--- src/hw/rtl/ooksfd_pkg.sv ---
// Shared types and constants of the OOK sensor frame decoder.
package ooksfd_pkg;

  localparam int unsigned FRAME_BITS = 72;
  localparam int unsigned CNT_W      = $clog2(FRAME_BITS + 1);
  localparam int unsigned TIME_W     = 16;
  localparam int unsigned WORD_W     = 32;
  localparam int unsigned ID_W       = 7;
  localparam int unsigned ID_LSB     = 12;
  localparam int unsigned NIB_CNT    = WORD_W / 4;

  localparam logic [3:0] NIB_MASK_ALL = 4'hF;
  localparam logic [3:0] NIB_MASK_Y   = 4'h5;

  // Configuration register indexes
  localparam int unsigned CFG_IDX_W = 2;
  localparam logic [CFG_IDX_W-1:0] CFG_SHORT_TIME = 2'd0;
  localparam logic [CFG_IDX_W-1:0] CFG_LONG_TIME  = 2'd1;
  localparam logic [CFG_IDX_W-1:0] CFG_TOLERANCE  = 2'd2;

  localparam logic [TIME_W-1:0] SHORT_TIME_RST = 16'd1940;
  localparam logic [TIME_W-1:0] LONG_TIME_RST  = 16'd3880;
  localparam logic [TIME_W-1:0] TOLERANCE_RST  = 16'd500;

  typedef enum logic [2:0] {
    ST_OK      = 3'd0,
    ST_TIMING  = 3'd1,
    ST_SHORT   = 3'd2,
    ST_INV_ERR = 3'd3,
    ST_CSUM    = 3'd4
  } status_e;

  // Classification of one pulse pair
  typedef struct packed {
    logic abort;
    logic bit_val;
  } cls_t;

  // Outcome of the checks on a completed frame
  typedef struct packed {
    status_e            status;
    logic [WORD_W-1:0]  word;
  } chk_t;

endpackage

--- src/hw/rtl/ooksfd_classify.sv ---
// Pulse pair timing classifier: turns a high/low pair into a bit or an abort.
module ooksfd_classify (
  input  logic [ooksfd_pkg::TIME_W-1:0] short_time_i,
  input  logic [ooksfd_pkg::TIME_W-1:0] long_time_i,
  input  logic [ooksfd_pkg::TIME_W-1:0] tolerance_i,
  input  logic [ooksfd_pkg::TIME_W-1:0] high_time_i,
  input  logic [ooksfd_pkg::TIME_W-1:0] low_time_i,
  output ooksfd_pkg::cls_t              cls_o
);
  import ooksfd_pkg::*;

  logic [TIME_W-1:0] hi_diff;
  logic [TIME_W-1:0] lo_short_diff;
  logic [TIME_W-1:0] lo_long_diff;
  logic [TIME_W:0]   tol_x2;
  logic [TIME_W+1:0] long_x3;
  logic              hi_bad;
  logic              lo_short;
  logic              lo_long;
  logic              lo_sync;

  always_comb begin
    hi_diff       = (high_time_i > short_time_i) ? high_time_i - short_time_i
                                                 : short_time_i - high_time_i;
    lo_short_diff = (low_time_i > short_time_i) ? low_time_i - short_time_i
                                                : short_time_i - low_time_i;
    lo_long_diff  = (low_time_i > long_time_i) ? low_time_i - long_time_i
                                               : long_time_i - low_time_i;
    tol_x2  = {tolerance_i, 1'b0};
    long_x3 = {2'b00, long_time_i} + {1'b0, long_time_i, 1'b0};

    hi_bad   = {1'b0, hi_diff} >= tol_x2;
    lo_short = lo_short_diff < tolerance_i;
    lo_long  = lo_long_diff < tolerance_i;
    lo_sync  = {2'b00, low_time_i} > long_x3;

    cls_o.abort   = hi_bad || !(lo_short || lo_long || lo_sync);
    // short gap wins over long gap when the windows overlap
    cls_o.bit_val = !lo_short && lo_long;
  end

endmodule

--- src/hw/rtl/ooksfd_check.sv ---
// Frame checks: inverted copy compare and nibble checksum on a full frame.
module ooksfd_check (
  input  logic [ooksfd_pkg::FRAME_BITS-1:0] frame_i,
  output ooksfd_pkg::chk_t                  chk_o
);
  import ooksfd_pkg::*;

  logic [WORD_W-1:0] word1;
  logic [WORD_W-1:0] word2;
  logic [7:0]        check;
  logic [6:0]        sum_x;
  logic [6:0]        sum_y;
  logic [7:0]        calc;

  always_comb begin
    word1 = frame_i[FRAME_BITS-1 -: WORD_W];
    word2 = frame_i[FRAME_BITS-1-WORD_W -: WORD_W];
    check = frame_i[7:0];
    sum_x = '0;
    sum_y = '0;
    for (int i = 0; i < NIB_CNT; i++) begin
      sum_x = sum_x + {3'b000, word1[4*i +: 4] & NIB_MASK_ALL};
      sum_y = sum_y + {3'b000, word1[4*i +: 4] & NIB_MASK_Y};
    end
    calc = {~sum_x[3:0], ~sum_y[3:0]};

    chk_o.word = word1;
    if (word1 != ~word2) begin
      chk_o.status = ST_INV_ERR;
    end else if (calc != check) begin
      chk_o.status = ST_CSUM;
    end else begin
      chk_o.status = ST_OK;
    end
  end

endmodule

--- src/hw/rtl/ook_sensor_frame_decoder.sv ---
// Top level of the OOK pulse-distance sensor frame decoder.
//
// Input channel: one pulse pair per transfer (start_req, high_time, low_time,
// last_pair) under in_valid_i / in_stall_o. Output channel: one result per
// finished capture (status, data_word, sensor_id) under out_valid_o /
// out_stall_i. Configuration: cfg_we_i writes cfg_data_i into the register at
// cfg_idx_i (0 short time, 1 long time, 2 tolerance); write only while idle.
//
// A pair is registered on transfer into the input register, then classified,
// shifted into the frame and checked, with the result landing in the output
// register. One pair per cycle is sustained while the receiver does not
// stall. The frame state feeds back within the single compute stage, so
// consecutive pairs see each other's effect without bubbles.
//
// Reset loads the default timings, clears the frame and count, and leaves
// the decoder idle: pairs are dropped until one arrives with start_req set.
// While the receiver stalls a waiting result, the compute stage holds and
// in_stall_o rises once the input register is occupied as well.
module ook_sensor_frame_decoder (
  input  logic                               clk_i,
  input  logic                               rst_ni,
  input  logic                               in_valid_i,
  output logic                               in_stall_o,
  input  logic                               start_req_i,
  input  logic [ooksfd_pkg::TIME_W-1:0]      high_time_i,
  input  logic [ooksfd_pkg::TIME_W-1:0]      low_time_i,
  input  logic                               last_pair_i,
  output logic                               out_valid_o,
  input  logic                               out_stall_i,
  output logic [2:0]                         status_o,
  output logic [ooksfd_pkg::WORD_W-1:0]      data_word_o,
  output logic [ooksfd_pkg::ID_W-1:0]        sensor_id_o,
  input  logic                               cfg_we_i,
  input  logic [ooksfd_pkg::CFG_IDX_W-1:0]   cfg_idx_i,
  input  logic [ooksfd_pkg::TIME_W-1:0]      cfg_data_i
);
  import ooksfd_pkg::*;

  // configuration
  logic [TIME_W-1:0] short_time_q, long_time_q, tolerance_q;

  // input register
  logic              in_valid_q;
  logic              start_q, last_q;
  logic [TIME_W-1:0] high_q, low_q;

  // capture state
  logic [FRAME_BITS-1:0] frame_q, frame_d;
  logic [CNT_W-1:0]      count_q, count_d;
  logic                  done_q, done_d;

  // output register
  logic              out_valid_q, out_valid_d;
  status_e           status_q, status_d;
  logic [WORD_W-1:0] word_q, word_d;

  logic                  advance;
  logic                  emit;
  cls_t                  cls;
  chk_t                  chk;
  logic [FRAME_BITS-1:0] frame_base, frame_shift;
  logic [CNT_W-1:0]      count_base, count_inc;
  logic                  done_base;

  assign advance    = !out_valid_q || !out_stall_i;
  assign in_stall_o = in_valid_q && !advance;

  always_ff @(posedge clk_i or negedge rst_ni) begin
    if (!rst_ni) begin
      short_time_q <= SHORT_TIME_RST;
      long_time_q  <= LONG_TIME_RST;
      tolerance_q  <= TOLERANCE_RST;
    end else if (cfg_we_i) begin
      case (cfg_idx_i)
        CFG_SHORT_TIME: short_time_q <= cfg_data_i;
        CFG_LONG_TIME:  long_time_q  <= cfg_data_i;
        CFG_TOLERANCE:  tolerance_q  <= cfg_data_i;
        default: ;
      endcase
    end
  end

  always_ff @(posedge clk_i or negedge rst_ni) begin
    if (!rst_ni) begin
      in_valid_q <= 1'b0;
    end else if (!in_stall_o) begin
      in_valid_q <= in_valid_i;
    end
  end

  always_ff @(posedge clk_i) begin
    if (!in_stall_o && in_valid_i) begin
      start_q <= start_req_i;
      last_q  <= last_pair_i;
      high_q  <= high_time_i;
      low_q   <= low_time_i;
    end
  end

  ooksfd_classify u_classify (
    .short_time_i (short_time_q),
    .long_time_i  (long_time_q),
    .tolerance_i  (tolerance_q),
    .high_time_i  (high_q),
    .low_time_i   (low_q),
    .cls_o        (cls)
  );

  assign frame_shift = {frame_base[FRAME_BITS-2:0], cls.bit_val};

  ooksfd_check u_check (
    .frame_i (frame_shift),
    .chk_o   (chk)
  );

  always_comb begin
    frame_base = start_q ? '0 : frame_q;
    count_base = start_q ? '0 : count_q;
    done_base  = start_q ? 1'b0 : done_q;
    count_inc  = (count_base < CNT_W'(FRAME_BITS)) ? count_base + 1'b1 : count_base;

    frame_d  = frame_base;
    count_d  = count_base;
    done_d   = done_base;
    emit     = 1'b0;
    status_d = ST_OK;
    word_d   = '0;

    if (!done_base) begin
      if (cls.abort) begin
        emit     = 1'b1;
        status_d = ST_TIMING;
      end else begin
        frame_d = frame_shift;
        count_d = count_inc;
        if (count_inc >= CNT_W'(FRAME_BITS)) begin
          emit     = 1'b1;
          status_d = chk.status;
          word_d   = chk.word;
        end else if (last_q) begin
          emit     = 1'b1;
          status_d = ST_SHORT;
        end
      end
    end
    if (emit) begin
      done_d = 1'b1;
    end
    out_valid_d = in_valid_q && emit;
  end

  always_ff @(posedge clk_i or negedge rst_ni) begin
    if (!rst_ni) begin
      frame_q     <= '0;
      count_q     <= '0;
      done_q      <= 1'b1;
      out_valid_q <= 1'b0;
    end else if (advance) begin
      out_valid_q <= out_valid_d;
      if (in_valid_q) begin
        frame_q <= frame_d;
        count_q <= count_d;
        done_q  <= done_d;
      end
    end
  end

  always_ff @(posedge clk_i) begin
    if (advance && out_valid_d) begin
      status_q <= status_d;
      word_q   <= word_d;
    end
  end

  assign out_valid_o = out_valid_q;
  assign status_o    = status_q;
  assign data_word_o = word_q;
  assign sensor_id_o = word_q[ID_LSB +: ID_W];

endmodule

--- config.mk ---
export PLATFORM = sky130hd
export DESIGN_NAME = ook_sensor_frame_decoder
export DESIGN_NICKNAME = d
export VERILOG_FILES = /design/src/hw/rtl/ooksfd_pkg.sv /design/src/hw/rtl/ooksfd_classify.sv /design/src/hw/rtl/ooksfd_check.sv /design/src/hw/rtl/ook_sensor_frame_decoder.sv
export SDC_FILE = /design/constraint.sdc
export NUM_CORES = 1
export LEC_CHECK = 0
export BUFFER_PORTS_ARGS = -buffer_cell sky130_fd_sc_hd__buf_2
export CORE_MARGIN = 2
export CORE_UTILIZATION = 35
export CTS_CLUSTER_SIZE = 12
export DETAILED_ROUTE_END_ITERATION = 7
export SYNTH_ARGS = -nofsm -noshare
export SYNTH_HDL_FRONTEND = slang
export SYNTH_SLANG_ARGS = --single-unit
--- constraint.sdc ---
create_clock -name clk_i -period 8.2 [get_ports clk_i]
set_input_delay 0.41 -clock clk_i [delete_from_list [all_inputs] [get_ports clk_i]]
set_output_delay 0.41 -clock clk_i [all_outputs]
set_load 0.005 [all_outputs]
# Yosys cells after proc, flatten, opt, wreduce, memory -nomap -nowiden
# Cells that the tools add are included.
[totals] ram_bits=0 output_inout_bits=44 memories=0 reg_bits=199 mem_bits_ro=0 in_bits=57 latchBits=0
[classes] mux=21 bitwise=4 div_mod_pow=0 eq_ne=4 mul=0 n_shift=0 n_lt_le_gt_ge=9 n_reduce_logical=22 n_addsub=22
[op_table] op="$mux 72" count=3
[op_table] op="$sub 16x16->16" count=6
[op_table] op="$gt 16x16->1" count=3
[op_table] op="$mux 16" count=3
[op_table] op="$lt 16x16->1" count=2
[op_table] op="$ne 32x32->1" count=1
[op_table] op="$not 32->32" count=1
[op_table] op="$add 4x4->4" count=7
[op_table] op="$mux 7" count=4
[op_table] op="$add 4x3->4" count=6
[op_table] op="$add 16x17->18" count=1
[op_table] op="$gt 16x18->1" count=1
[op_table] op="$ge 16x17->1" count=1
[op_table] op="$mux 3" count=3
[op_table] op="$ne 8x8->1" count=1
[op_table] op="$not 4->4" count=2
[op_table] op="$reduce_and 2->1" count=4
[op_table] op="$add 7x1->7 const B" count=1
[op_table] op="$ge 7x7->1 const B" count=1
[op_table] op="$lt 7x7->1 const B" count=1
[op_table] op="$mux 1" count=7
[op_table] op="$logic_not 1->1" count=6
[op_table] op="$logic_and 1x1->1" count=5
[op_table] op="$add 3x3->4" count=1
[op_table] op="other kinds (8)" count=11

# Depth between registers and ports, before layout
[logic_depth] depth_word=14 depth_mapped=26

# Hierarchy
# From an unflattened synthesis, not the netlist that was laid out.
[unflattened] cells_unflattened=1698 hier_area_um2=16253.1
[by_module_without_submodules] module="ook_sensor_frame_decoder" instances=1 cells_per_inst=689 area_per_inst_um2=8448.1
[by_module_without_submodules] module="ooksfd_classify" instances=1 cells_per_inst=852 area_per_inst_um2=6359.8
[by_module_without_submodules] module="ooksfd_check" instances=1 cells_per_inst=157 area_per_inst_um2=1445.1

# Worst setup path before layout
# No wires, ideal clock.
[synth_path] path_kind="reg-to-reg" start="reg long_time_q[11]" end="reg word_q[0], in the netlist data_word_o[0], enable pin" n_path_buf=3 setup_slack_ns=1.693 period_less_slack_ns=6.507 path_stages_with_launch=23 t_arrival_ns=6.080 setup_ns=0.427 cell_sequence="dfstp_2 -> inv_1 -> ha_1 -> clkbuf_1 -> a2111oi_0 -> o21ai_0 -> a221oi_1 -> a21boi_1 -> buf_2 -> mux2i_1 -> nor2_1 -> a21oi_1 -> xnor2_1 -> ha_1 -> a21oi_1 -> o21ai_0 -> a41oi_1 -> o31ai_1 -> o311ai_4 -> nand2_2 -> buf_1 -> nor3b_1 -> nor2_1"
[synth_between] elab_chain_len=11 word_cells_on_any_way=15
[synth_rtl] item="from (decl)" line_no="ook_sensor_frame_decoder.sv:40" source="logic [TIME_W-1:0] short_time_q, long_time_q, tolerance_q;"
[synth_rtl] item="from (signal assigned)" line_no="ook_sensor_frame_decoder.sv:76" source="CFG_LONG_TIME: long_time_q <= cfg_data_i;"
[synth_rtl] item="$sub 16x16->16 (tied with other cells)" line_no="ooksfd_classify.sv:28" source=": long_time_i - low_time_i;"
[synth_rtl] item="$mux 16" line_no="ooksfd_classify.sv:27" source="lo_long_diff = (low_time_i > long_time_i) ? low_time_i - long_time_i"
[synth_rtl] item="$lt 16x16->1" line_no="ooksfd_classify.sv:34" source="lo_long = lo_long_diff < tolerance_i;"
[synth_rtl] item="$logic_or 1x1->1" line_no="ooksfd_classify.sv:37" source="cls_o.abort = hi_bad || !(lo_short || lo_long || lo_sync);"
[synth_rtl] item="$logic_or 1x1->1 (*)" line_no="ooksfd_classify.sv:37"
[synth_rtl] item="$logic_not 1->1 (*)" line_no="ooksfd_classify.sv:37"
[synth_rtl] item="$logic_or 1x1->1 (*)" line_no="ooksfd_classify.sv:37"
[synth_rtl] item="$mux 1 (*)" line_no="ook_sensor_frame_decoder.sv:130" source="if (cls.abort) begin"
[synth_rtl] item="$mux 1 (*)" line_no="ook_sensor_frame_decoder.sv:129" source="if (!done_base) begin"
[synth_rtl] item="$logic_and 1x1->1 (*)" line_no="ook_sensor_frame_decoder.sv:149" source="out_valid_d = in_valid_q && emit;"
[synth_rtl] item="$logic_and 1x1->1 (*)" line_no="ook_sensor_frame_decoder.sv:169" source="if (advance && out_valid_d) begin"
[synth_rtl] item="to (signal assigned)" line_no="ook_sensor_frame_decoder.sv:171" source="word_q <= word_d;"
[synth_rtl] item="to (decl)" line_no="ook_sensor_frame_decoder.sv:55" source="logic [WORD_W-1:0] word_q, word_d;"
# Mark *: on every way between the ends. The rest lies on a longest branch, timed or not.
# A chain may end at the register's enable or synchronous reset.

# Final worst setup path
[layout_path] start="reg long_time_q[11]" end="reg word_q[27], in the netlist data_word_o[27], enable pin"
# Same word-level chain as after synthesis.

==> metrics <==
Slew @ Worst Pin=1.15 ns; Crit Path Max Fanout=35; CP Data Required Time=8.33 ns; cell family with most CP delay=compound AO/OA/AOI/OAI gates; proportion of power drawn by flip-flops and latches=28.1%; syn nets=1,941; Sequential cell area=5320 µm²; final std cells w/o fill=2,336; via density per instance=5.51; RR Startpoint=long_time_q[11]; Syn Area/Cell=9.53 µm²; RSZ-0062 raised after global routing=false; first-pass GRT wire length=72,900 µm; DRC=0; stages on the worst setup path=20; Worst-path clk slew=0.09 ns; Int Power=2810 µW; FF+latch count, synth=198; register area share after synthesis=33.3%; initial core utilization=35.4%; Setup crit end kind=register; Lkg Pwr=0.00787 µW; PwrDens=292 nW/µm²; Post-CTS Setup Inserts=0; Achievable Freq=150 MHz; CTS sink cnt=198; maximum vdd ir drop=151 µV; setup violators final=0; WHS=0.0770 ns; Clock Latency Late Sink=0.51 ns; vias in the first global route=12,800; Max Slew Vio Count=0; initial antenna violation count=1; DP HPWL=35,600 µm; TNS Setup=0 ns; final hold vios=0; Largest stage delay, worst path=0.81 ns; Hold Path Class=in2reg; worst-path cell with the longest stage delay=nor2_4; cts hold-fix bufs=1; synth warn=0; MaxCap Viol Count=0; final worst-path cycle share=81.4%; vias=12,900; R2R cell count=20; layout filler cell count=4,546; WHS Path Cells=1; Total Routing Usage GR=20.0%; router iterations before antenna repair=5; Cell Area, Placed=17,000 µm²; global route overflow=0; clock tree buffer depth=2; htree depth=4; post-synthesis cell count=1,680; NetSw=2350 µW; most frequent cells in the layout=179 x ha_1, 148 x inv_1, 113 x a21oi_1; Post-synth EDFFs=69; Post-synth top flop=dfrtp_1; Final Util=39.0%; Critical path buffers and inverters=2; setup slack, reg-to-reg=1.52 ns; outcome=finished, final reports clean; antenna cells=0; hold endpoint=low_q[12]; die area=47,500 µm²; IO buf count=100; Routed WL=46,600 µm; share of cells above drive strength 1=13.1%; fraction of registers with async set/reset=65.2%; Max Clock Skew=0.0246 ns; nets=1,984; CTS buffer count=17; CTS resizes=0; 1st-iter DRT viols=1,085; DR WL/cell=19.9 µm; Worst Hold Launch=low_time_i[12]; number of library cell types mapped by synthesis=79; Ports=101; Crit Path Class=reg2reg; width of the die=218 µm; Clk network pwr share=18.5%; largest net degree at the start of global routing=109; CP Cell Sequence=inv_1 -> ha_1 -> a2111oi_0 -> o21ai_0 -> a221oi_1 -> a21boi_1 -> buf_4 -> a311oi_1 -> a21o_1 -> o21ai_0 -> xor2_1 -> ha_1 -> nand2_1 -> o21ai_0 -> a2111oi_0 -> o31ai_1 -> o311ai_4 -> nand2_2 -> nor3b_1 -> nor2_4; worst r2r dst=data_word_o[27]; multi-input combinational cell area=9740 µm²; Sw Ratio=45.6%; Final Critical Period=6.68 ns; Die Y=218 µm; placed insts=2,303; Root Buffer=clkbuf_16; post-route ant nets=0; CP Data Arrival Time=6.80 ns; core area=45,300 µm²; startpoint types=register; CTS tree=built; combinational share of power=53.4%; commonest non-fill, non-tap cell in the layout=ha_1; most used cell, CP=o21ai_0; Cell Area, Synth=16,000 µm²; Area Growth Syn to Fin=10.3%; std cell rows=78; Routability Congestion=0.921; slew margin rel.=23.3%; Final Cell Area=17,700 µm²
cell type report:
class | instances | share of cell area [%]
Clock buffer | 17 | 2.41
Clock inverter | 15 | 1.29
Inverter | 148 | 3.15
Multi-Input combinational cell | 1243 | 55.2
Sequential cell | 198 | 30.2
Tap cell | 600 | 4.25
Timing Repair Buffer | 115 | 3.59
per-stage QoR:
| stage | worst slack (ns) | power (µW) |
|---|---|---|
| 2_1_floorplan | 1.69 | 3440 |
| 3_3_place_gp | 1.67 | 4130 |
| 3_5_place_dp | 1.48 | 4190 |
| 4_1_cts | 1.47 | 5170 |
| 5_1_grt | 0.767 | 5570 |
| 6_report | 1.52 | 5160 |
metal layers:
layer,routed length (µm),part of all wire (%),vias up,track usage [%]
li1,-,-,6119,-
met1,22900,49,6292,29.3
met2,20200,43,387,29.5
met3,2350,5.1,65,3.44
met4,1170,2.5,0,7.14
met5,0,0,-,0
worst register-to-register path: stages, from the launching register on:
cell and delay [ns]:
dfstp_2 0.58, inv_1 0.06, ha_1 0.43, a2111oi_0 0.42, o21ai_0 0.15, a221oi_1 0.56
a21boi_1 0.13, buf_4 0.25, a311oi_1 0.23, a21o_1 0.18, o21ai_0 0.13, xor2_1 0.16
ha_1 0.32, nand2_1 0.06, o21ai_0 0.24, a2111oi_0 0.16, o31ai_1 0.56, o311ai_4 0.23
nand2_2 0.44, nor3b_1 0.21, nor2_4 0.81
cells by family after synthesis:
logic type                 Yosys count  share of synthesized area [%]
AOI/OAI and AO/OA                  444                           19.4
and+or+nand+nor                    425                           14.0
buffers and inverters              239                           6.07
adders and majority gates          204                           17.1
DFF                                198                           33.3
xor gates and xnor gates           113                           6.18
muxes                               57                           3.97
power by group through the flow:
stage | clock network, µW | registers [µW] | logic [µW]
6_report | 956 | 1450 | 2750
5_1_grt | 1020 | 1480 | 3080
3_5_place_dp | 0 | 1470 | 2720
4_1_cts | 985 | 1450 | 2740
2_1_floorplan | 0 | 1400 | 2050
3_3_place_gp | 0 | 1460 | 2670
registers in the layout (all words and copies together), names as in the netlist:
register and cells:
frame_q 71, data_word_o 32, high_q 16, long_time_q 16
low_q 16, short_time_q 16, tolerance_q 16, count_q 7
status_o 3, done_q 1, in_valid_q 1, last_q 1
out_valid_o 1, start_q 1
worst max path at each step:
stage,start,to
5_1_grt,long_time_q[11],data_word_o[30]
3_3_place_gp,long_time_q[11],data_word_o[13]
2_1_floorplan,long_time_q[11],data_word_o[0]
4_1_cts,long_time_q[11],data_word_o[27]
3_5_place_dp,long_time_q[11],data_word_o[13]
6_report,long_time_q[11],data_word_o[27]
cell usage after synthesis, types with 6 or more instances:
cell | instances | area share, %
a2111oi_0 | 7 | 0.38
a211oi_1 | 11 | 0.52
a21o_1 | 61 | 2.9
a21oi_1 | 114 | 3.6
a221o_1 | 49 | 3.1
a22o_1 | 14 | 0.77
a31oi_1 | 13 | 0.51
and2_1 | 19 | 0.74
buf_2 | 14 | 0.44
buf_4 | 9 | 0.42
clkbuf_1 | 60 | 1.4
dfrtp_1 | 110 | 17
dfstp_2 | 19 | 3.1
edfxtp_1 | 69 | 13
fa_1 | 25 | 3.1
ha_1 | 179 | 14
inv_1 | 148 | 3.5
mux2_2 | 38 | 2.7
mux2i_1 | 17 | 1.1
nand2_1 | 108 | 2.5
nand2b_1 | 10 | 0.39
nand3_1 | 31 | 0.97
nand4_1 | 19 | 0.74
nor2_1 | 76 | 1.8
nor2b_1 | 60 | 2.3
nor3_1 | 14 | 0.44
nor3b_1 | 34 | 1.6
nor4_1 | 23 | 0.90
o211ai_1 | 12 | 0.56
o21a_1 | 11 | 0.52
o21ai_0 | 69 | 2.2
o21ai_1 | 6 | 0.19
o21bai_1 | 12 | 0.56
o311ai_1 | 8 | 0.44
o31ai_1 | 6 | 0.28
or3_1 | 8 | 0.31
xnor2_1 | 82 | 4.5
xor2_1 | 31 | 1.7
(Power assumes the default switching activity.)
